[config.mk]
export PLATFORM = sky130hd
export DESIGN_NAME = bpt_tail
export DESIGN_NICKNAME = d
export VERILOG_FILES = /design/src/hdl/bpt_pkg.sv /design/src/hdl/bpt_tail.sv
export SDC_FILE = /design/constraint.sdc
export NUM_CORES = 1
export LEC_CHECK = 0
export CAP_MARGIN = 20
export CORE_ASPECT_RATIO = 0.7
export CORE_MARGIN = 2
export CORE_UTILIZATION = 30
export CTS_CLUSTER_DIAMETER = 100
export DETAILED_ROUTE_END_ITERATION = 7
export DONT_BUFFER_PORTS = 1
export GPL_TIMING_DRIVEN = 0
export HOLD_SLACK_MARGIN = 0.06
export PLACE_DENSITY = 0.48
export REMOVE_ABC_BUFFERS = 1
export SLEW_MARGIN = 5
export SYNTH_ARGS = -nofsm -noshare
export SYNTH_HDL_FRONTEND = slang
export SYNTH_SLANG_ARGS = --single-unit
[constraint.sdc]
create_clock -name clock -period 4.12 [get_ports clock]
set_input_delay 0.412 -clock clock [delete_from_list [all_inputs] [get_ports clock]]
set_output_delay 0.412 -clock clock [all_outputs]
set_load 0.02 [all_outputs]
[src/hdl/bpt_pkg.sv]
`default_nettype none

package bpt_pkg;

   localparam int COORD_W = 16;
   localparam int DIFF_W  = COORD_W + 1;
   localparam int PROD_W  = 2 * DIFF_W;
   localparam int SUM_W   = PROD_W + 1;
   localparam int MAG_W   = PROD_W;
   localparam int FRAC_W  = 16;
   localparam int DQ_W    = MAG_W + FRAC_W;
   localparam int Q_W     = DQ_W + 1;
   localparam int Q3_W    = Q_W + 2;
   localparam int W_W     = 24;

   localparam logic signed [Q3_W-1:0] ONE_Q16 = Q3_W'(65536);
   localparam logic signed [Q3_W-1:0] W_MAX   = Q3_W'(8388607);
   localparam logic signed [Q3_W-1:0] W_MIN   = -Q3_W'(8388608);

   typedef struct packed {
      logic signed [COORD_W-1:0] x;
      logic signed [COORD_W-1:0] y;
      logic signed [COORD_W-1:0] z;
   } bpt_vec_type;

   typedef struct packed {
      bpt_vec_type a;
      bpt_vec_type b;
      bpt_vec_type c;
      bpt_vec_type p;
   } bpt_tri_type;

   typedef struct packed {
      logic [DQ_W-1:0]  dq1;
      logic [DQ_W-1:0]  dq2;
      logic [MAG_W-1:0] rem1;
      logic [MAG_W-1:0] rem2;
      logic [MAG_W-1:0] dvs;
      logic             neg1;
      logic             neg2;
      logic             deg;
   } bpt_div_type;

   function automatic logic signed [DIFF_W-1:0] dif17(input logic signed [COORD_W-1:0] hi,
                                                     input logic signed [COORD_W-1:0] lo);
      return $signed({hi[COORD_W-1], hi}) - $signed({lo[COORD_W-1], lo});
   endfunction

   function automatic logic [W_W-1:0] sat24(input logic signed [Q3_W-1:0] v);
      if (v > W_MAX) begin
         return {1'b0, {(W_W-1){1'b1}}};
      end else if (v < W_MIN) begin
         return {1'b1, {(W_W-1){1'b0}}};
      end else begin
         return v[W_W-1:0];
      end
   endfunction

endpackage

`default_nettype wire

[src/hdl/bpt_tail.sv]
`default_nettype none

module bpt_tail
   import bpt_pkg::*;
(
   input  wire logic  clock,
   input  wire logic  reset,
   input  wire logic  in_vld,
   input  wire bpt_div_type in_tok,
   output logic       in_rdy,
   output logic       out_vld,
   output logic [79:0] out_data,
   input  wire logic  out_rdy
);

   logic t1_vld_ff, o_vld_ff, rdy_o, rdy_t1;
   logic signed [Q_W-1:0] q1_in, q2_in, q1_ff, q2_ff;
   logic deg_ff;
   logic signed [Q3_W-1:0] q1x, q2x, q3;
   logic [W_W-1:0] w1, w2, w3;
   logic [79:0] data_ff, data_in;

   assign rdy_o    = ~o_vld_ff | out_rdy;
   assign rdy_t1   = ~t1_vld_ff | rdy_o;
   assign in_rdy   = rdy_t1;
   assign out_vld  = o_vld_ff;
   assign out_data = data_ff;

   always_comb begin
      q1_in = in_tok.neg1 ? -$signed({1'b0, in_tok.dq1}) : $signed({1'b0, in_tok.dq1});
      q2_in = in_tok.neg2 ? -$signed({1'b0, in_tok.dq2}) : $signed({1'b0, in_tok.dq2});
   end

   always_comb begin
      q1x = $signed({{2{q1_ff[Q_W-1]}}, q1_ff});
      q2x = $signed({{2{q2_ff[Q_W-1]}}, q2_ff});
      q3  = ONE_Q16 - q1x - q2x;
      w1  = deg_ff ? '0 : sat24(q1x);
      w2  = deg_ff ? '0 : sat24(q2x);
      w3  = deg_ff ? '0 : sat24(q3);
      data_in = {6'b0, deg_ff,
                 ~deg_ff & ~w1[W_W-1] & ~w2[W_W-1] & ~w3[W_W-1],
                 w3, w2, w1};
   end

   always_ff @(posedge clock) begin
      if (reset) begin
         t1_vld_ff <= 1'b0;
         o_vld_ff  <= 1'b0;
      end else begin
         if (rdy_t1) begin
            t1_vld_ff <= in_vld;
         end
         if (rdy_o) begin
            o_vld_ff <= t1_vld_ff;
         end
      end
   end

   always_ff @(posedge clock) begin
      if (rdy_t1) begin
         q1_ff  <= q1_in;
         q2_ff  <= q2_in;
         deg_ff <= in_tok.deg;
      end
      if (rdy_o) begin
         data_ff <= data_in;
      end
   end

endmodule

`default_nettype wire

==> results of run 1 <==
[worst max path at each step]
stage	start	to	slack (ns)
2_1_floorplan	q1_ff[1]$_DFFE_PP_	out_data[50]$_SDFFCE_PP0P_	-1.24
3_3_place_gp	q1_ff[1]$_DFFE_PP_	out_data[70]$_SDFFCE_PP0P_	-3.53
3_5_place_dp	q1_ff[1]$_DFFE_PP_	out_data[70]$_SDFFCE_PP0P_	-1.46
4_1_cts	q2_ff[1]$_DFFE_PP_	out_data[50]$_SDFFCE_PP0P_	-0.40
5_1_grt	q2_ff[1]$_DFFE_PP_	out_data[50]$_SDFFCE_PP0P_	-0.62
6_report	q1_ff[1]$_DFFE_PP_	out_data[50]$_SDFFCE_PP0P_	-0.49
[worst max-delay path, cell delays in order (launching register included)]
cell	delay, ns
sky130_fd_sc_hd__edfxtp_1	0.49
sky130_fd_sc_hd__ha_1	0.31
sky130_fd_sc_hd__inv_1	0.06
sky130_fd_sc_hd__ha_2	0.19
sky130_fd_sc_hd__inv_2	0.04
sky130_fd_sc_hd__fa_2	0.34
sky130_fd_sc_hd__nand2b_4	0.17
sky130_fd_sc_hd__a21oi_4	0.22
sky130_fd_sc_hd__o2111ai_2	0.18
sky130_fd_sc_hd__a211oi_2	0.22
sky130_fd_sc_hd__buf_4	0.18
sky130_fd_sc_hd__a211oi_4	0.09
sky130_fd_sc_hd__o41ai_2	0.34
sky130_fd_sc_hd__xnor2_1	0.16
sky130_fd_sc_hd__or4_4	0.52
sky130_fd_sc_hd__nor4_4	0.19
sky130_fd_sc_hd__a31oi_4	0.19
sky130_fd_sc_hd__buf_12	0.18
sky130_fd_sc_hd__buf_16	0.14
sky130_fd_sc_hd__a311oi_2	0.19
[cells in the final DEF (no fill, tap or decap), types with 25 or more instances in the layout]
cell type,n
sky130_fd_sc_hd__ha_1,100
sky130_fd_sc_hd__edfxtp_1,177
sky130_fd_sc_hd__nor2_1,101
sky130_fd_sc_hd__nand4_1,44
sky130_fd_sc_hd__inv_1,115
sky130_fd_sc_hd__buf_4,27
sky130_fd_sc_hd__o21ai_0,65
sky130_fd_sc_hd__a21oi_1,108
sky130_fd_sc_hd__nand2_1,148
sky130_fd_sc_hd__o31ai_1,25
sky130_fd_sc_hd__xnor2_1,113
[kinds of logic after synthesis]
kind of cell             synth area share (%)
AO/OA/AOI/OAI                           17.86
adder cells (fa/ha/maj)                 9.960
other                                 0.02827
multiplexers                           0.3867
XOR/XNOR                                9.045
buffers and inverters                   5.584
flip-flops                              40.37
AND/OR/NAND/NOR                         16.77
[cell usage after synthesis, types with 5 or more instances]
cell and number:
sky130_fd_sc_hd__edfxtp_1 177, sky130_fd_sc_hd__nand2_1 150, sky130_fd_sc_hd__inv_1 120, sky130_fd_sc_hd__xnor2_1 116
sky130_fd_sc_hd__a21oi_1 111, sky130_fd_sc_hd__ha_1 104, sky130_fd_sc_hd__nor2_1 101, sky130_fd_sc_hd__o21ai_0 69
sky130_fd_sc_hd__clkbuf_1 49, sky130_fd_sc_hd__nand4_1 44, sky130_fd_sc_hd__nor4_1 28, sky130_fd_sc_hd__o31ai_1 25
sky130_fd_sc_hd__nor3_1 22, sky130_fd_sc_hd__nand3_1 21, sky130_fd_sc_hd__xor2_1 21, sky130_fd_sc_hd__a311oi_2 20
sky130_fd_sc_hd__or3_1 20, sky130_fd_sc_hd__a21o_1 14, sky130_fd_sc_hd__o41ai_1 13, sky130_fd_sc_hd__a31oi_1 12
sky130_fd_sc_hd__nand2b_1 10, sky130_fd_sc_hd__o21ai_1 10, sky130_fd_sc_hd__a211oi_1 8, sky130_fd_sc_hd__o211ai_1 8
sky130_fd_sc_hd__or4_1 8, sky130_fd_sc_hd__buf_2 7, sky130_fd_sc_hd__a21boi_0 6, sky130_fd_sc_hd__buf_4 6
sky130_fd_sc_hd__nor2b_1 6, sky130_fd_sc_hd__o21a_1 6, sky130_fd_sc_hd__o21bai_1 6, sky130_fd_sc_hd__a311oi_1 5
sky130_fd_sc_hd__or2_2 5
[what timing repair did]
item / 4_1_cts / 5_1_grt
hold buffers: 4 / 0
cloned: 4 / 0
gates resized for setup: 71 / 15
endpoints found under the setup margin: 25 / 25
endpoints found under the hold margin: 5 / 0
buffers inserted: 21 / 7
pin swaps: 26 / 9
[flip-flops by register name, indices dropped and copies added, names as in the netlist]
name	flops
t1_vld_ff	1
deg_ff	1
q2_ff	51
q1_ff	51
out_vld	1
out_data	74
[metal layers]
layer	global-route usage [%]	share of wire [%]	up-vias
met4	4.000	1.3	0
met2	25.35	38	354
met3	6.402	9.3	31
met5	0	0	-
met1	29.37	51	5130
li1	-	-	5146
[report_power, final]
group	total [mW]	internal, mW	switching, mW
clock	1.66	0.947	0.714
combinational	2.79	1.04	1.75
sequential	2.55	2.27	0.284
total	7.00	4.26	2.75
[cell type report]
class                           instances  area, µm²  area share [%]
Multi-Input combinational cell       1045       7659           49.76
Sequential cell                       179       5355           34.79
Tap cell                              594      743.2           4.829
Timing Repair Buffer                   48      610.6           3.967
Inverter                              120      452.9           2.943
Clock buffer                           21      440.4           2.862
Clock inverter                          9      130.1          0.8455
[metrics by stage]
step,setup WS [ns],power (mW)
finish,-0.4895,7.002
global route,-0.6217,7.393
CTS,-0.4033,6.971
detailed placement,-1.457,4.985
global placement,-3.527,4.963
floorplan,-1.239,4.246
==> summary.md, run 1 <==
| Metric | Value |
|---|---|
| Later-pin clock latency in the skew report | 0.45 ns |
| Total Routing Usage GR | 19.13% |
| Antenna Diode Count | 0 |
| Post-route fraction of the period consumed by the critical path | 111.9% |
| Count of max-cap constraint violations | 0 |
| Total wire length after detailed routing | 44310 µm |
| P_leak | 5.867 nW |
| Worst setup path category | reg -> reg |
| Unrepaired setup endpoints after global routing | yes |
| Hold path depth | 2 |
| TritonCTS clock tree | yes |
| I/O Pins | 291 |
| Residual DRC | 0 |
| Run status | complete, but fails checks |
| Share of synthesized area occupied by flip-flops and latches | 40.37% |
| Relative area change from synthesis to final layout | 16.03% |
| Clock Sink Count | 179 |
| Mean post-synth cell area | 9.455 µm² |
| Number of CTS-inserted buffers | 17 |
| Distinct cell type count after synthesis | 78 |
| Fill count | 4496 |
| Nets | 1725 |
| H-tree levels | 4 |
| Number of warnings reported in the yosys synthesis log | 0 |
| Number of enable-type register cells in the synthesized netlist | 177 |
| Half-perimeter wire length after placement | 34500 µm |
| Top-area cell type share of the netlist area | 40.07% |
| Largest cells by area after synthesis | sky130_fd_sc_hd__edfxtp_1, sky130_fd_sc_hd__ha_1, sky130_fd_sc_hd__xnor2_1 |
| Required time of the critical path | 4.39 ns |
| Number of antenna violations at the first check in global routing | 0 |
| Kind of end point of the critical path | flop |
| Critical path startpoint category | flop |
| Terminus of the critical flop-to-flop path | out_data[50]$_SDFFCE_PP0P_ |
| Finished Core Util | 35.27% |
| Cell area after placement | 14040 µm² |
| Clock slew at the register clock pins of the worst setup and hold paths | 0.07 ns |
| Violated checks | negative setup slack |
| Capture endpoint of the worst hold path | t1_vld_ff$_SDFFE_PP0P_ |
| Maximum frequency from static timing analysis | 0.2169 GHz |
| Largest fanout on the critical path | 5 |
| Initial Util | 30.40% |
| Post-route standard cell area excluding fillers | 15390 µm² |
| Count of endpoints failing setup in the final report | 23 |
| Count of final max-slew check failures | 0 |
| Gr ovfl total | 0 |
| Number of rows in the core area | 64 |
| Count of nets left with antenna violations after detail routing | 0 |
| Fraction of synthesis flops using an asynchronous set or reset pin | 0% |
| FF-to-FF Start | q1_ff[1]$_DFFE_PP_ |
| Worst clock skew on the final layout | 0.01176 ns |
| Worst R2R Setup Slack | -0.49 ns |
| Die extent in x | 255.3 µm |
| Count of vias placed by the detailed router | 10660 |
| Class of the tightest hold or removal check | in -> reg |
| Maximum vdd drop | 0.0002678 V |
| Pin count of the biggest net entering global routing | 63 |
| Top_reg_cell synth | sky130_fd_sc_hd__edfxtp_1 |
| Final hold vios | 0 |
| Worst Reg2Reg Path Length in Cells | 19 |
| Yosys top cell by area | sky130_fd_sc_hd__edfxtp_1 |
| Max-slew headroom | 39.06% |
| Via count of the first global-routing pass | 10280 |
| Share of post-route cells with drive strength above 1 | 12.38% |
| Detailed-route vias per instance | 5.288 |
| Period minus WS final | 4.609 ns |
| Power density normalized to cell area | 455.0 nW/µm² |
| Number of instances in the synthesized netlist | 1403 |
| Count of input and output buffers | 0 |
| Final Wtd Congestion | 0.9078 |
| Seq cells post-synth | 179 |
| Transition time at the pin with the least slew margin | 0.9058 ns |
| Final-layout setup total negative slack | -10.08 ns |
| Die Y | 179.9 µm |
| Maximum number of buffers from clock root to sink | 2 |
| Minimum hold slack | 0.08804 ns |
| First DRT Iteration DRCs | 853 |
| Total die area | 45940 µm² |
| Area of the mapped netlist | 13270 µm² |
| Mean routed wirelength per cell | 21.98 µm |
| Launch point of the worst hold path | in_vld |
| Global-route wire length before repair | 66310 µm |
| Setup slack of the critical path after layout | -0.4895 ns |
| Total core area | 43640 µm² |
| Data arrival time of the critical path | 4.88 ns |
| Cell total after placement | 1950 |
| Library cell used as clock root buffer | sky130_fd_sc_hd__clkbuf_16 |
| DRT Pass-1 Iters | 5 |
| Final Instance Count excl. Fillers | 2016 |
Power figures use the tool's default switching activity.
==> inputs of run 2 (changes only) <==
Settings changed: CTS_CLUSTER_DIAMETER 100 to 150, PLACE_DENSITY 0.48 to 0.41.
==> summary.md, run 2 (same netlist as run 1, synthesis figures left out) <==
| Metric | Value |
|---|---|
| Run status | complete, but fails checks |
| Violated checks | negative setup slack |
| Final Instance Count excl. Fillers | 2025 (+0.45%) |
| Count of max-cap constraint violations | 0 (unchanged) |
| P_leak | 5.951 nW (+1.4%) |
| Number of antenna violations at the first check in global routing | 0 (unchanged) |
| Nets | 1732 (+0.41%) |
| Cell area after placement | 14040 µm² (unchanged) |
| Later-pin clock latency in the skew report | 0.46 ns (about the same) |
| Max-slew headroom | 38.00% (-1.1 points) |
| Residual DRC | 0 (unchanged) |
| Maximum cell stage delay along the critical path | 0.55 ns (+0.03 ns) |
| Power density normalized to cell area | 455.2 nW/µm² (about the same) |
| Most used cells in the layout excluding fill and tap cells | sky130_fd_sc_hd__edfxtp_1, sky130_fd_sc_hd__nand2_1, sky130_fd_sc_hd__inv_1 |
| Library cell used as clock root buffer | sky130_fd_sc_hd__clkbuf_16 |
| Total core area | 43640 µm² (unchanged) |
| Ordered cell list for the critical path | ha_1 -> inv_1 -> ha_2 -> inv_2 -> fa_2 -> nand2b_4 -> a21oi_4 -> o2111ai_2 -> a211oi_2 -> buf_4 -> o21ai_4 -> nand2_2 -> mux2_4 -> or4_4 -> nor4_4 -> a31oi_4 -> buf_12 -> buf_16 -> a311oi_2 |
| Final hold vios | 0 (unchanged) |
| Antenna Diode Count | 0 (unchanged) |
| Critical path startpoint category | flop |
| Worst clock skew on the final layout | 0.01752 ns (+0.005759 ns) |
| Initial Util | 30.40% (unchanged) |
| Slowest cell on the critical path | sky130_fd_sc_hd__or4_4 |
| Pin count of the biggest net entering global routing | 63 (unchanged) |
| First DRT Iteration DRCs | 796 (-6.7%) |
| Highest metal layer with signal wires | met4 |
| Total die area | 45940 µm² (unchanged) |
| Setup slack of the critical path after layout | -0.3602 ns (+0.1292 ns) |
| Most frequent standard cell in the layout excluding fill and tap cells | sky130_fd_sc_hd__edfxtp_1 |
| Pre-CTS setup slack | -1.412 ns (+0.04545 ns) |
| Count of final max-slew check failures | 0 (unchanged) |
| Required time of the critical path | 4.42 ns (+0.03 ns) |
| Count of endpoints failing setup in the final report | 23 (unchanged) |
| H-tree levels | 4 (unchanged) |
| Total Routing Usage GR | 19.33% (+0.21 points) |
| Half-perimeter wire length after placement | 34540 µm (+0.12%) |
| Maximum number of buffers from clock root to sink | 2 (unchanged) |
| TritonCTS clock tree | yes |
| Number of rows in the core area | 64 (unchanged) |
| Largest fanout on the critical path | 5 (unchanged) |
| Final Wtd Congestion | 0.8939 (-1.5%) |
| Fill count | 4434 (-1.4%) |
| Length of routed wiring on met1 | 23780 µm (+4.8%) |
| Count of vias placed by the detailed router | 10650 (-0.084%) |
| Die Y | 179.9 µm (unchanged) |
| Cell total after placement | 1950 (unchanged) |
| Count of input and output buffers | 0 (unchanged) |
| Relative area change from synthesis to final layout | 17.06% |
| Detailed-route vias per instance | 5.260 (-0.53%) |
| Data arrival time of the critical path | 4.78 ns (-0.10 ns) |
| Clock Sink Count | 179 (unchanged) |
| Amount of wire on met3 after detailed routing | 3145 µm (-24%) |
| Class of the tightest hold or removal check | in -> reg |
| Maximum frequency from static timing analysis | 0.2232 GHz (+2.9%) |
| Worst setup path category | reg -> reg |
| I/O Pins | 291 (unchanged) |
| Global-route wire length before repair | 67080 µm (+1.2%) |
| Metal2 WL | 17180 µm (+1.7%) |
| Post-route fraction of the period consumed by the critical path | 108.7% (-3.1 points) |
| Total power after layout | 7.068 mW (+0.94%) |
| DRT Pass-1 Iters | 5 (unchanged) |
| Transition time at the pin with the least slew margin | 0.9278 ns (+0.02197 ns) |
| Share of post-route cells with drive strength above 1 | 13.77% (+1.4 points) |
| Post-route standard cell area excluding fillers | 15530 µm² (+0.89%) |
| Total wire length after detailed routing | 44630 µm (+0.72%) |
| Kind of end point of the critical path | flop |
| Mean routed wirelength per cell | 22.04 µm (+0.27%) |
| Gr ovfl total | 0 (unchanged) |
| Flip-flop count of the largest register after layout | 74 (unchanged) |
| Period minus WS final | 4.480 ns (-0.1292 ns) |
| Clock slew at the register clock pins of the worst setup and hold paths | 0.08 ns (about the same) |
| Via count of the first global-routing pass | 10380 (+1.0%) |
| Finished Core Util | 35.58% (+0.32 points) |
| Unrepaired setup endpoints after global routing | yes |
| Die extent in x | 255.3 µm (unchanged) |
| Maximum vdd drop | 0.0002902 V (+8.3%) |
| Number of CTS-inserted buffers | 17 (unchanged) |
| Count of nets left with antenna violations after detail routing | 0 (unchanged) |
==> run 2: metrics by stage <==
| stage | hold WS, ns | TNS (ns) |
|---|---|---|
| final | 0.08999 | -7.292 |
| after global routing | 0.1222 | -11.22 |
| after CTS | 0.06384 | -7.047 |
| after detailed placement | 0.4873 | -27.52 |
| after global placement | 0.4752 | -196.05 |
| after floorplan | 0.4631 | -28.47 |
==> run 2: routing by layer <==
| metal | GRT usage [%] | up-vias |
|---|---|---|
| li1 | - | 5172 |
| met1 | 30.63 | 5164 |
| met2 | 25.45 | 294 |
| met3 | 5.429 | 22 |
| met4 | 3.718 | 0 |
| met5 | 0 | - |
==> run 2: worst max-delay path, delay by kind of cell (launching register included) <==
kind,cells,cell delay (ns)
AO/OA/AOI/OAI,6,1.08
buffers and inverters,5,0.60
multiplexers,1,0.30
flip-flops,1,0.49
adder cells (fa/ha/maj),3,0.83
AND/OR/NAND/NOR,4,1.01
==> run 2: worst paths after layout <==
path / endpoint / slack (ns) / startpoint / depth (start not counted)
min reg2reg: out_vld$_SDFFE_PP0P_ / 0.53 / t1_vld_ff$_SDFFE_PP0P_ / 2
max: out_data[63]$_SDFFCE_PP0P_ / -0.36 / q1_ff[1]$_DFFE_PP_ / 19
min: t1_vld_ff$_SDFFE_PP0P_ / 0.09 / in_vld / 2
max reg2reg: out_data[63]$_SDFFCE_PP0P_ / -0.36 / q1_ff[1]$_DFFE_PP_ / 19
==> run 2: cell type report <==
| class | count | area (µm²) | share of cell area (%) |
|---|---|---|---|
| Clock buffer | 17 | 425.4 | 2.740 |
| Clock inverter | 15 | 165.2 | 1.064 |
| Inverter | 120 | 452.9 | 2.917 |
| Multi-Input combinational cell | 1045 | 7697 | 49.57 |
| Sequential cell | 179 | 5355 | 34.49 |
| Tap cell | 594 | 743.2 | 4.786 |
| Timing Repair Buffer | 55 | 689.4 | 4.440 |
==> run 2: timing repair <==
item,CTS,global route
hold buffers,4,0
resized for setup,72,25
endpoints found under the hold margin,5,0
setup buffers,23,11
pin swaps,29,12
setup endpoints to repair,25,25
gates cloned,4,1
==> run 2: power breakdown <==
group	switching, mW	internal, mW
Clock	0.823	0.865
Combinational	1.76	1.07
Sequential	0.285	2.27
