==> src/hdl/bpt_pkg.sv <==
`default_nettype none

package bpt_pkg;

   localparam int COORD_W = 16;
   localparam int DIFF_W  = COORD_W + 1;
   localparam int PROD_W  = 2 * DIFF_W;
   localparam int SUM_W   = PROD_W + 1;
   localparam int MAG_W   = PROD_W;
   localparam int FRAC_W  = 16;
   localparam int DQ_W    = MAG_W + FRAC_W;
   localparam int Q_W     = DQ_W + 1;
   localparam int Q3_W    = Q_W + 2;
   localparam int W_W     = 24;

   localparam logic signed [Q3_W-1:0] ONE_Q16 = Q3_W'(65536);
   localparam logic signed [Q3_W-1:0] W_MAX   = Q3_W'(8388607);
   localparam logic signed [Q3_W-1:0] W_MIN   = -Q3_W'(8388608);

   typedef struct packed {
      logic signed [COORD_W-1:0] x;
      logic signed [COORD_W-1:0] y;
      logic signed [COORD_W-1:0] z;
   } bpt_vec_type;

   typedef struct packed {
      bpt_vec_type a;
      bpt_vec_type b;
      bpt_vec_type c;
      bpt_vec_type p;
   } bpt_tri_type;

   typedef struct packed {
      logic [DQ_W-1:0]  dq1;
      logic [DQ_W-1:0]  dq2;
      logic [MAG_W-1:0] rem1;
      logic [MAG_W-1:0] rem2;
      logic [MAG_W-1:0] dvs;
      logic             neg1;
      logic             neg2;
      logic             deg;
   } bpt_div_type;

   function automatic logic signed [DIFF_W-1:0] dif17(input logic signed [COORD_W-1:0] hi,
                                                     input logic signed [COORD_W-1:0] lo);
      return $signed({hi[COORD_W-1], hi}) - $signed({lo[COORD_W-1], lo});
   endfunction

   function automatic logic [W_W-1:0] sat24(input logic signed [Q3_W-1:0] v);
      if (v > W_MAX) begin
         return {1'b0, {(W_W-1){1'b1}}};
      end else if (v < W_MIN) begin
         return {1'b1, {(W_W-1){1'b0}}};
      end else begin
         return v[W_W-1:0];
      end
   endfunction

endpackage

`default_nettype wire

==> src/hdl/bpt_div_cell.sv <==
`default_nettype none

module bpt_div_cell
   import bpt_pkg::*;
(
   input  wire logic  clock,
   input  wire logic  reset,
   input  wire logic  in_vld,
   input  wire bpt_div_type in_tok,
   output logic       rdy,
   output logic       out_vld,
   output bpt_div_type out_tok,
   input  wire logic  nxt_rdy
);

   logic        vld_ff;
   bpt_div_type tok_ff, tok_in;
   logic [MAG_W:0]   r1, r2;
   logic [MAG_W+1:0] t1, t2;

   always_comb begin
      r1 = {in_tok.rem1, in_tok.dq1[DQ_W-1]};
      r2 = {in_tok.rem2, in_tok.dq2[DQ_W-1]};
      t1 = {1'b0, r1} - {2'b00, in_tok.dvs};
      t2 = {1'b0, r2} - {2'b00, in_tok.dvs};
      tok_in      = in_tok;
      tok_in.rem1 = t1[MAG_W+1] ? r1[MAG_W-1:0] : t1[MAG_W-1:0];
      tok_in.rem2 = t2[MAG_W+1] ? r2[MAG_W-1:0] : t2[MAG_W-1:0];
      tok_in.dq1  = {in_tok.dq1[DQ_W-2:0], ~t1[MAG_W+1]};
      tok_in.dq2  = {in_tok.dq2[DQ_W-2:0], ~t2[MAG_W+1]};
   end

   assign rdy     = ~vld_ff | nxt_rdy;
   assign out_vld = vld_ff;
   assign out_tok = tok_ff;

   always_ff @(posedge clock) begin
      if (reset) begin
         vld_ff <= 1'b0;
      end else if (rdy) begin
         vld_ff <= in_vld;
      end
   end

   always_ff @(posedge clock) begin
      if (rdy) begin
         tok_ff <= tok_in;
      end
   end

endmodule

`default_nettype wire

==> config.mk <==
export PLATFORM = sky130hd
export DESIGN_NAME = bpt_div_cell
export DESIGN_NICKNAME = d
export VERILOG_FILES = /design/src/hdl/bpt_pkg.sv /design/src/hdl/bpt_div_cell.sv
export SDC_FILE = /design/constraint.sdc
export NUM_CORES = 1
export LEC_CHECK = 0
export BUFFER_PORTS_ARGS = -buffer_cell sky130_fd_sc_hd__buf_2
export CORE_AREA = 5 5 158 160
export DETAILED_ROUTE_END_ITERATION = 6
export DIE_AREA = 0 0 163 165
export GPL_ROUTABILITY_DRIVEN = 1
export PLACE_DENSITY_LB_ADDON = 0.25
export SYNTH_ARGS = -nofsm -noshare
export SYNTH_HDL_FRONTEND = slang
export SYNTH_SLANG_ARGS = --single-unit
==> constraint.sdc <==
create_clock -name clock -period 6.95 [get_ports clock]
set_clock_uncertainty 0.2 [all_clocks]
set_input_delay 0.3475 -clock clock [delete_from_list [all_inputs] [get_ports clock]]
set_output_delay 0.3475 -clock clock [all_outputs]
set_load 0.005 [all_outputs]
==> metrics.yaml, run 1 <==
run_status:
  status: "complete, no violations"
timing:
  slew_viol_final: 0
  period_share_pct: 61.52
  setup_tns_ns: 0
  slew_headroom_pct: 30.15
  grt_setup_unrepaired: "no"
  worst_pin_slew_ns: 1.048
  fmax_mhz: 233.9
  finalHoldViolations: 0
  min_period_ns: 4.275
  finalSetupViolations: 0
power_and_ir_drop:
  power.density_nw_per_um2: 229.9
  power_leakage_nw: 7.149
  p_total_mw: 3.611
  vdd_drop_max_v: 0.0001464
final_layout:
  drive_above_1_share_pct: 35.48
  nFillCells: 1746
  postLayoutCellArea_um2: 15710
  final_nets: 1707
  area_delta_synth_final_pct: 48.06
  multi_input_area_um2: 4141
  seq_area_um2: 6176
place:
  gp_congestion: 0.8766
  dp_hpwl_mm: 25.07
  postPlaceCellArea_um2: 13020
  io_buffers: 415
yosys:
  postSynthCellCount: 806
  synth_top_flop_cell: "edfxtp_1"
  ys_seq_area_share_pct: 58.21
  synthArstFlopShare_pct: 0
  ys_seq_elements: 206
  synth_warnings: 0
  synth_area_um2: 10610
  synthesis.nets: 1085
  synth_edf_count: 205
  synth.avg_cell_area_um2: 13.16
  synth_cell_types: 68
critical_path:
  startpoint_type: "primary input"
  crit_type: "in -> reg"
  arrival_ns: 4.33
  worstPathMaxFanout: 24
  cp.required_ns: 7.00
  crit_path_end_kind: "flop"
clocking:
  htree_levels: 1
  clk_pin_slew_ns: 0.06
  postCtsSetupBuffers: 0
  clock-sinks: 206
  cts_tree: "yes"
  cts_made_buffers: 23
  cts-root-buf: "clkbuf_16"
  clk_latency_ns: 0.50
  clock_path_buffers: 3
global_route:
  grt_antenna_before_repair: 1
  grt_overflow: 0
  grt_max_degree: 82
  grt_pass1_wl_mm: 52.47
  grt_pass1_vias: 9387
  grt.total_usage_pct: 25.30
route:
  drtIter0Drc: 540
  postRouteAntennaNets: 0
  drc: 0
  drt-total-wl_mm: 35.66
  num_vias: 9038
  viasPerCell: 5.121
  wire_per_inst_um: 20.20
  dr.pass1.iters: 5
floorplan:
  core_area_um2: 23260
  num_rows: 56
  start_util_pct: 45.61
  io_pins: 416
  die_y_um: 165
  die_x_um: 163
  dieArea_um2: 26900
run:
  drv_cap: 0
min_path:
  hold_class: "in -> reg"
-- through the flow --
stage                     cells  utilization, %  worst slack, ns  hold WS [ns]
after floorplan             806               -           0.8240        0.2166
after global placement     1526           55.96            2.859        0.3021
after detailed placement   1526           55.96            2.785        0.3066
after CTS                  1762           67.49            2.776     0.0007603
after global routing       1762           67.49            2.468       0.02149
final                      1765           67.52            2.675       0.01134
-- layout make-up --
type / count / share of cell area [%]
Sequential cell: 206 / 39.32
Multi-Input combinational cell: 530 / 26.37
Timing Repair Buffer: 615 / 25.90
Clock buffer: 26 / 3.736
Tap cell: 319 / 2.541
Inverter: 52 / 1.243
Clock inverter: 14 / 0.8443
Antenna cell: 3 / 0.04779
-- metal layers --
metal	vias to the layer above	share of wire (%)	global-route usage, %
met4	0	3.7	9.531
met5	-	0	0
met1	4297	38	29.40
met2	366	51	45.92
li1	4302	-	-
met3	73	7.1	5.391
-- registers in the layout, indices dropped and copies added, names as in the netlist --
register / flops
out_tok: 205
out_vld: 1
-- cells in the final DEF, fill, tap and decap left out, types with 3 or more instances in the layout --
cell type	instances
edfxtp_1	205
o211ai_1	6
a31oi_1	7
buf_2	415
a221oi_1	3
dlygate4sd3_1	196
and3_1	4
diode_2	3
inv_1	52
mux2_4	28
and4_1	5
nand2b_1	5
mux2_2	13
nand3_1	10
clkinv_2	3
nand4_1	6
xnor2_1	42
a21o_1	36
o21ai_0	24
a21oi_1	72
ha_1	68
a211oi_1	9
clkbuf_1	3
nand2_1	35
o21a_1	10
nor2_1	54
o21bai_1	9
buf_4	4
clkinv_1	4
clkbuf_16	23
xor2_1	19
and2_1	3
nor2b_1	5
nor3_1	9
-- power by group --
group          total, mW  internal (mW)  switching [mW]
combinational      0.853          0.431           0.422
sequential          1.58           1.54          0.0407
clock               1.18          0.683           0.494
-- cell usage after synthesis (4+ instances only) --
master | number | area, um^2
a21oi_1 | 72 | 360.4
nand2_1 | 35 | 131.4
o211ai_1 | 6 | 45.04
o21bai_1 | 9 | 67.56
nor3_1 | 9 | 45.04
nand2b_1 | 6 | 37.54
edfxtp_1 | 205 | 6156
a21o_1 | 36 | 270.3
xnor2_1 | 42 | 367.9
o21ai_0 | 24 | 120.1
buf_6 | 5 | 56.30
inv_1 | 52 | 195.2
and4_1 | 5 | 43.79
mux2_2 | 13 | 146.4
xor2_1 | 19 | 166.4
o21a_1 | 10 | 75.07
nand3_1 | 10 | 50.05
nand4_1 | 6 | 37.54
clkbuf_1 | 9 | 33.78
a31oi_1 | 7 | 43.79
mux2_4 | 28 | 420.4
and3_1 | 4 | 25.02
nor2_1 | 54 | 202.7
a211oi_1 | 9 | 67.56
nor2b_1 | 5 | 31.28
ha_1 | 68 | 850.8
-- worst max-delay path: stages --
cell,delay (ns)
dlygate4sd3_1,0.54
buf_2,0.13
inv_1,0.16
ha_1,0.26
nor2b_1,0.15
o31ai_2,0.41
a211oi_1,0.14
a211o_1,0.36
a311oi_1,0.46
nor2b_1,0.14
o21ai_2,0.18
nand2_2,0.28
buf_4,0.39
mux2_4,0.35
-- path summary, 6_finish.rpt --
| kind | slack (ns) | cells past startpoint | end | start |
|---|---|---|---|---|
| setup reg to reg | 4.24 | 2 | out_tok[0] | out_vld |
| hold / removal | 0.01 | 3 | out_tok[65] | in_tok[64] |
| setup / recovery | 2.67 | 14 | out_tok[81] | in_tok[4] |
| hold reg to reg | 1.07 | 1 | out_tok[16] | out_vld |
-- repair_timing --
item / CTS / global route
hold endpoints to repair: 194 / 0
gates resized for setup: 0 / 0
hold buffers: 196 / 0
-- kinds of logic after synthesis --
| logic type | Yosys count | share of synthesized area, % |
|---|---|---|
| buf+inv | 70 | 2.901 |
| mux | 42 | 5.437 |
| flops | 206 | 58.21 |
| xor+xnor | 61 | 5.036 |
| compound gates | 211 | 13.49 |
| fa+ha+maj | 70 | 8.397 |
| simple gates | 146 | 6.522 |
Power figures use the tool's default switching activity.
==> run 2, diff against run 1 <==
Settings changed: ABC_AREA set to 1, CORE_AREA 5 5 158 160 to not set, CORE_MARGIN set to 5, CORE_UTILIZATION set to 46, DIE_AREA 0 0 163 165 to not set.
Clock period 6.95 ns to 3.9 ns, I/O delays scaled along.
==> run 2 against run 1 <==
Sequential share of layout area decreased by 3.7 points. Worst setup slack got worse by 1.7 ns. Total power up 87%. Wire length up 27%. Critical path type unchanged. Synthesized cell count increased by 75%. Via count rose by 32%.
==> metrics.yaml, run 2 <==
critical_path:
  arrival_ns: 2.99  # -1.34 ns
  r2r.worst_path.cells: 2  # unchanged
  startpoint_type: "primary input"
  critPathTopFamily: "buffers and inverters"
  cpMostUsedCell: "nand2_2"
  critPathCapture: "out_tok[49]"
  crit_chain: "dlygate4sd3_1, buf_2, ha_1, nand2_2, inv_1, nand2_1, nand3_1, a21oi_1, nand3_2, nand2_2, nand2_2, inv_2, o21ai_1"
  cp.required_ns: 3.92  # -3.08 ns
  crit_buf_inv: 4  # unchanged
  crit_type: "in -> reg"
  cp_slowest_stage_delay_ns: 0.61  # +0.07 ns
  crit_start: "in_tok[54]"
  rr_startpoint: "out_vld"
  r2r_slack_ns: 1.72  # -2.52 ns
  cp.depth: 13  # -1
  cpMaxStageDelayCell: "inv_2"
  crit_path_end_kind: "flop"
  worstPathMaxFanout: 50  # +110%
  r2r-end: "out_tok[79]"
global_route:
  grt_pass1_vias: 12050  # +28%
  grt_max_degree: 104  # +27%
  grt.total_usage_pct: 29.40  # +4.1 points
  grt_antenna_before_repair: 2  # +1
  grt_overflow: 0  # unchanged
  grt_pass1_wl_mm: 66.52  # +27%
route:
  postRouteAntennaNets: 0  # unchanged
  viasPerCell: 4.991  # -2.5%
  dr.pass1.iters: 5  # unchanged
  drt-total-wl_mm: 45.34  # +27%
  drc: 0  # unchanged
  num_vias: 11960  # +32%
  drtIter0Drc: 941  # +74%
  wire_per_inst_um: 18.92  # -6.3%
timing:
  setup_tns_ns: 0  # unchanged
  grt_setup_unrepaired: "no"
  min_period_ns: 2.972
  finalSetupViolations: 0  # unchanged
  fmax_mhz: 336.4
  worst_pin_slew_ns: 0.8511  # -0.1967 ns
  finalHoldViolations: 0  # unchanged
  slew_viol_final: 0  # unchanged
  slew_headroom_pct: 42.66  # +13 points
  period_share_pct: 76.21
floorplan:
  core_area_um2: 25910  # +11%
  num_rows: 59  # +5.4%
  start_util_pct: 46.47  # +0.87 points
  dieArea_um2: 29510  # +9.7%
  io_pins: 416  # unchanged
  die_y_um: 171.8  # +4.1%
  die_x_um: 171.8  # +5.4%
yosys:
  synth_area_um2: 12040  # +14%
  synth_warnings: 0  # unchanged
  synthTopCellsByCount: "482 x nand2_1, 229 x inv_1, 205 x edfxtp_1"
  ys_seq_elements: 206  # unchanged
  synth_cell_types: 35  # -49%
  ys_seq_area_share_pct: 51.29  # -6.9 points
  synthArstFlopShare_pct: 0  # unchanged
  synth.most_common_cell: "nand2_1"
  synth_edf_count: 205  # unchanged
  synth.avg_cell_area_um2: 8.558  # -35%
  synth_top_flop_cell: "edfxtp_1"
  yosysTopAreaCell: "edfxtp_1"
  synthTopCellsByArea: "edfxtp_1 51%, nand2_1 15%, inv_1 7.1%"
  synthesis.nets: 1686  # +55%
  postSynthCellCount: 1407  # +75%
  synth_top_area_share_pct: 51.12  # -6.9 points
final_layout:
  nFillCells: 2066  # +18%
  area_delta_synth_final_pct: 43.88
  seq_area_um2: 6176  # unchanged
  final_common_cell: "nand2_1"
  final_nets: 2321  # +36%
  multi_input_area_um2: 4885  # +18%
  drive_above_1_share_pct: 23.51  # -12 points
  post-route-util_pct: 66.86  # -0.66 points
  largest_reg_flops: 205  # unchanged
  mostFrequentLayoutCells: "481 x nand2_1, 415 x buf_2, 229 x inv_1"
place:
  gp_congestion: 0.9980  # +14%
  dp_hpwl_mm: 34.20  # +36%
  io_buffers: 415  # unchanged
run_status:
  status: "complete, no violations"
power_and_ir_drop:
  power.density_nw_per_um2: 389.7  # +70%
  power_leakage_nw: 8.619  # +21%
  vdd_drop_max_v: 0.0004848  # +230%
clocking:
  clock-sinks: 206  # unchanged
  cts-root-buf: "clkbuf_16"
  htree_levels: 1  # unchanged
  clk_latency_ns: 0.51  # about the same
  cts_made_buffers: 23  # unchanged
  postCtsSetupBuffers: 0  # unchanged
  clock_path_buffers: 3  # unchanged
  cts_tree: "yes"
  clk_pin_slew_ns: 0.06  # about the same
min_path:
  worstHoldPathCells: 5  # +2
  hold_class: "in -> reg"
run:
  drv_cap: 0  # unchanged
run 2: cell count changes in the layout (fill, tap and decap cells not counted), moves of 14 or more:
cell | previous run | this run
a21o_1 | 36 | 2
a21oi_1 | 72 | 56
inv_1 | 52 | 229
mux2_4 | 28 | 0
nand2_1 | 35 | 481
nand3_1 | 10 | 74
nor2_1 | 54 | 109
o21ai_1 | 1 | 32
xnor2_1 | 42 | 28
run 2: final cells by class:
cell class	instances	area share [%]
Sequential cell	206	35.65
Timing Repair Buffer	623	24.03
Inverter	233	5.062
Tap cell	335	2.419
Multi-Input combinational cell	955	28.19
Clock inverter	13	1.105
Clock buffer	29	3.510
Antenna cell	2	0.02889
run 2: worst register-to-register path: cells and delay by family, from the launching register on:
family,cells,cell delay [ns]
buffers and inverters,1,0.64
AND/OR/NAND/NOR,1,0.60
flip-flops,1,0.37
run 2: layer usage:
layer,up-vias,part of all wire (%),GRT usage (%)
met5,-,0.079,0.6689
li1,5845,-,-
met1,5542,37,34.03
met4,2,4.3,10.80
met3,97,7.4,5.056
met2,472,51,54.38
run 2: logic make-up (layout without fill, tap and decap cells):
family	count (synthesis)	count (layout)	share of synthesized area [%]
buf+inv	246	898	8.281
fa+ha+maj	70	70	7.398
xor+xnor	36	36	2.619
simple gates	724	724	24.95
other cells	0	2	0
flops	206	206	51.29
compound gates	125	125	5.465
run 2: stage by stage:
step | setup slack (ns) | power (mW) | std cells | area [um^2] | hold slack (ns)
finish | 0.9278 | 6.752 | 2396 | 17330 | 0.1612
global route | 0.7258 | 7.067 | 2396 | 17330 | 0.1824
CTS | 0.9741 | 6.763 | 2394 | 17320 | 0.1404
detailed placement | 0.9986 | 4.302 | 2147 | 14470 | 0.1591
global placement | 1.010 | 4.283 | 2147 | 14470 | 0.1524
floorplan | 0.4660 | 3.657 | 1407 | 12040 | 0.06407
run 2: timing repair:
action                    4_1_cts  5_1_grt
hold endpoints to repair      204        0
gates resized for setup         0        0
hold buffers                  205        0
run 2: how the worst min path moves through the flow:
stage / start / endpoint
after floorplan: reset / out_vld
after global placement: reset / out_vld
after detailed placement: reset / out_vld
after CTS: in_tok[104] / out_tok[155]
after global routing: in_tok[113] / out_tok[114]
final: in_tok[104] / out_tok[155]
run 2: power breakdown:
part	total [mW]	internal, mW	switching (mW)
Sequential	2.80	2.73	0.0658
Combinational	1.66	0.693	0.965
Clock	2.30	1.38	0.911
==> run 3, diff against run 2 <==
Settings changed: CORE_UTILIZATION 46 to 51.
Clock period 3.9 ns to 2.85 ns, I/O delays scaled along.
==> run 3 against run 2 <==
Via count is 3.2% higher. Flip-flop and latch count stayed put. Clock power is 25% higher. Final cell count is 0.38% lower. Worst setup slack worse by 0.78 ns. Total power is 34% higher. First-iteration DRC count is 19% higher. Hold slack worse by 0.020 ns. Utilization is 7.4 points higher. Register-to-register slack worse by 0.83 ns. Wire length is 2.5% higher.
==> metrics.yaml, run 3 (synthesis gave the netlist of run 2 again) <==
global_route:
  grt_pass1_wl_mm: 69.02  # +3.8%
  grt_overflow: 0  # unchanged
  grt.total_usage_pct: 33.56  # +4.2 points
  grt_pass1_vias: 12600  # +4.6%
  grt_antenna_before_repair: 1  # -1
  grt_max_degree: 75  # -28%
floorplan:
  die_y_um: 163.7  # -4.7%
  die_x_um: 163.7  # -4.7%
  num_rows: 56  # -5.1%
  dieArea_um2: 26780  # -9.2%
  io_pins: 416  # unchanged
  core_area_um2: 23330  # -10%
  start_util_pct: 51.61  # +5.1 points
final_layout:
  area_delta_synth_final_pct: 43.91  # about the same
  final_common_cell: "nand2_1"
  mostFrequentLayoutCells: "481 x nand2_1, 415 x buf_2, 229 x inv_1"
  final_cells: 2387  # -0.38%
  postLayoutCellArea_um2: 17330  # about the same
  post-route-util_pct: 74.27  # +7.4 points
  largest_reg_flops: 205  # unchanged
  drive_above_1_share_pct: 23.67  # +0.16 points
  final_nets: 2330  # +0.39%
timing:
  finalSetupViolations: 0  # unchanged
  setup_tns_ns: 0  # unchanged
  fin_hold_ws_ns: 0.1411  # -0.02008 ns
  fmax_mhz: 369.6
  slew_headroom_pct: 58.68  # +16 points
  worst_pin_slew_ns: 0.6197  # -0.2314 ns
  worst_slack_ns: 0.1446  # -0.7832 ns
  slew_viol_final: 0  # unchanged
  grt_setup_unrepaired: "no"
  finalHoldViolations: 0  # unchanged
  period_share_pct: 94.93
  min_period_ns: 2.705
place:
  gp_congestion: 0.9671  # -3.1%
  pre_cts_slack_ns: 0.1010  # -0.8976 ns
  postPlaceCellArea_um2: 14550  # +0.59%
  io_buffers: 415  # unchanged
  placed_cells: 2140  # -0.33%
  dp_hpwl_mm: 33.42  # -2.3%
route:
  postRouteAntennaNets: 0  # unchanged
  drc: 0  # unchanged
  drt-total-wl_mm: 46.48  # +2.5%
  num_vias: 12340  # +3.2%
  wire_per_inst_um: 19.47  # +2.9%
  viasPerCell: 5.168  # +3.6%
  dr.pass1.iters: 6  # +1
  drtIter0Drc: 1122  # +19%
critical_path:
  cpMaxStageDelayCell: "dlygate4sd3_1"
  crit_start: "in_tok[33]"
  arrival_ns: 2.85  # -0.14 ns
  crit_type: "in -> reg"
  worstPathMaxFanout: 41  # -18%
  cp.required_ns: 3.00  # -0.92 ns
  critPathCapture: "out_tok[43]"
  r2r-end: "out_vld"
  r2r_slack_ns: 0.89  # -0.83 ns
  r2r.worst_path.cells: 3  # +1
  cp_slowest_stage_delay_ns: 0.54  # -0.07 ns
  rr_startpoint: "out_vld"
  crit_chain: "dlygate4sd3_1, buf_2, inv_1, ha_1, inv_1, o21ai_0, o21ai_0, nand3_1, a21oi_1, nand2_2, inv_2, buf_12, nand2_1, o21ai_1"
  startpoint_type: "primary input"
  crit_path_end_kind: "flop"
power_and_ir_drop:
  power.density_nw_per_um2: 521.1  # +34%
  vdd_drop_max_v: 0.0005480  # +13%
  p_total_mw: 9.030  # +34%
  power_leakage_nw: 8.632  # +0.15%
min_path:
  hold_class: "in -> reg"
clocking:
  clk_pin_slew_ns: 0.07  # about the same
  htree_levels: 1  # unchanged
  postCtsSetupBuffers: 0  # unchanged
  cts_tree: "yes"
  cts-root-buf: "clkbuf_16"
  clock_path_buffers: 3  # unchanged
  clk_latency_ns: 0.51  # about the same
  clock-sinks: 206  # unchanged
  cts_made_buffers: 23  # unchanged
run:
  drv_cap: 0  # unchanged
run_status:
  status: "complete, no violations"
==> run 3: routing by layer <==
| metal | share of wire [%] | up-vias | wire length, um | GRT usage [%] |
|---|---|---|---|---|
| met5 | 0 | - | 0 | 0 |
| met3 | 7.3 | 150 | 3400 | 5.274 |
| met2 | 50 | 627 | 23180 | 60.35 |
| li1 | - | 5861 | - | - |
| met4 | 6.2 | 0 | 2884 | 17.61 |
| met1 | 37 | 5698 | 17010 | 38.37 |
==> run 3: area by class of cell <==
cell class / count / area [um^2]
inverter: 233 / 879.6
tap: 319 / 399.1
timing repair buffer: 632 / 4269
clock inverter: 13 / 125.1
antenna: 2 / 5.005
clock buffer: 27 / 590.6
multi-input combinational: 955 / 4885
fill: 1771 / 6003
sequential: 206 / 6176
==> run 3: worst min-delay path by stage <==
stage               cells past startpoint        start  slack [ns]      endpoint
floorplan                               1        reset        0.01       out_vld
global placement                        2        reset        0.10       out_vld
detailed placement                      2        reset        0.11       out_vld
CTS                                     2  in_tok[155]        0.12  out_tok[156]
global route                            2  in_tok[114]        0.13  out_tok[115]
finish                                  2  in_tok[145]        0.14  out_tok[146]
==> run 3: timing repair <==
item	in CTS	in global routing
hold buffers	205	0
gates resized for setup	0	1
endpoints found under the setup margin	0	14
endpoints found under the hold margin	204	0
==> run 3: power by group <==
| part | internal (mW) | switching [mW] |
|---|---|---|
| sequential | 3.74 | 0.106 |
| combinational | 0.968 | 1.34 |
| clock | 1.66 | 1.21 |
| total | 6.37 | 2.66 |
==> run 3: critical path: cells and delay by family <==
kind	cells	cell delay [ns]
buffers and inverters	6	1.32
AO/OA/AOI/OAI	4	0.68
adder cells (fa/ha/maj)	1	0.39
AND/OR/NAND/NOR	3	0.28
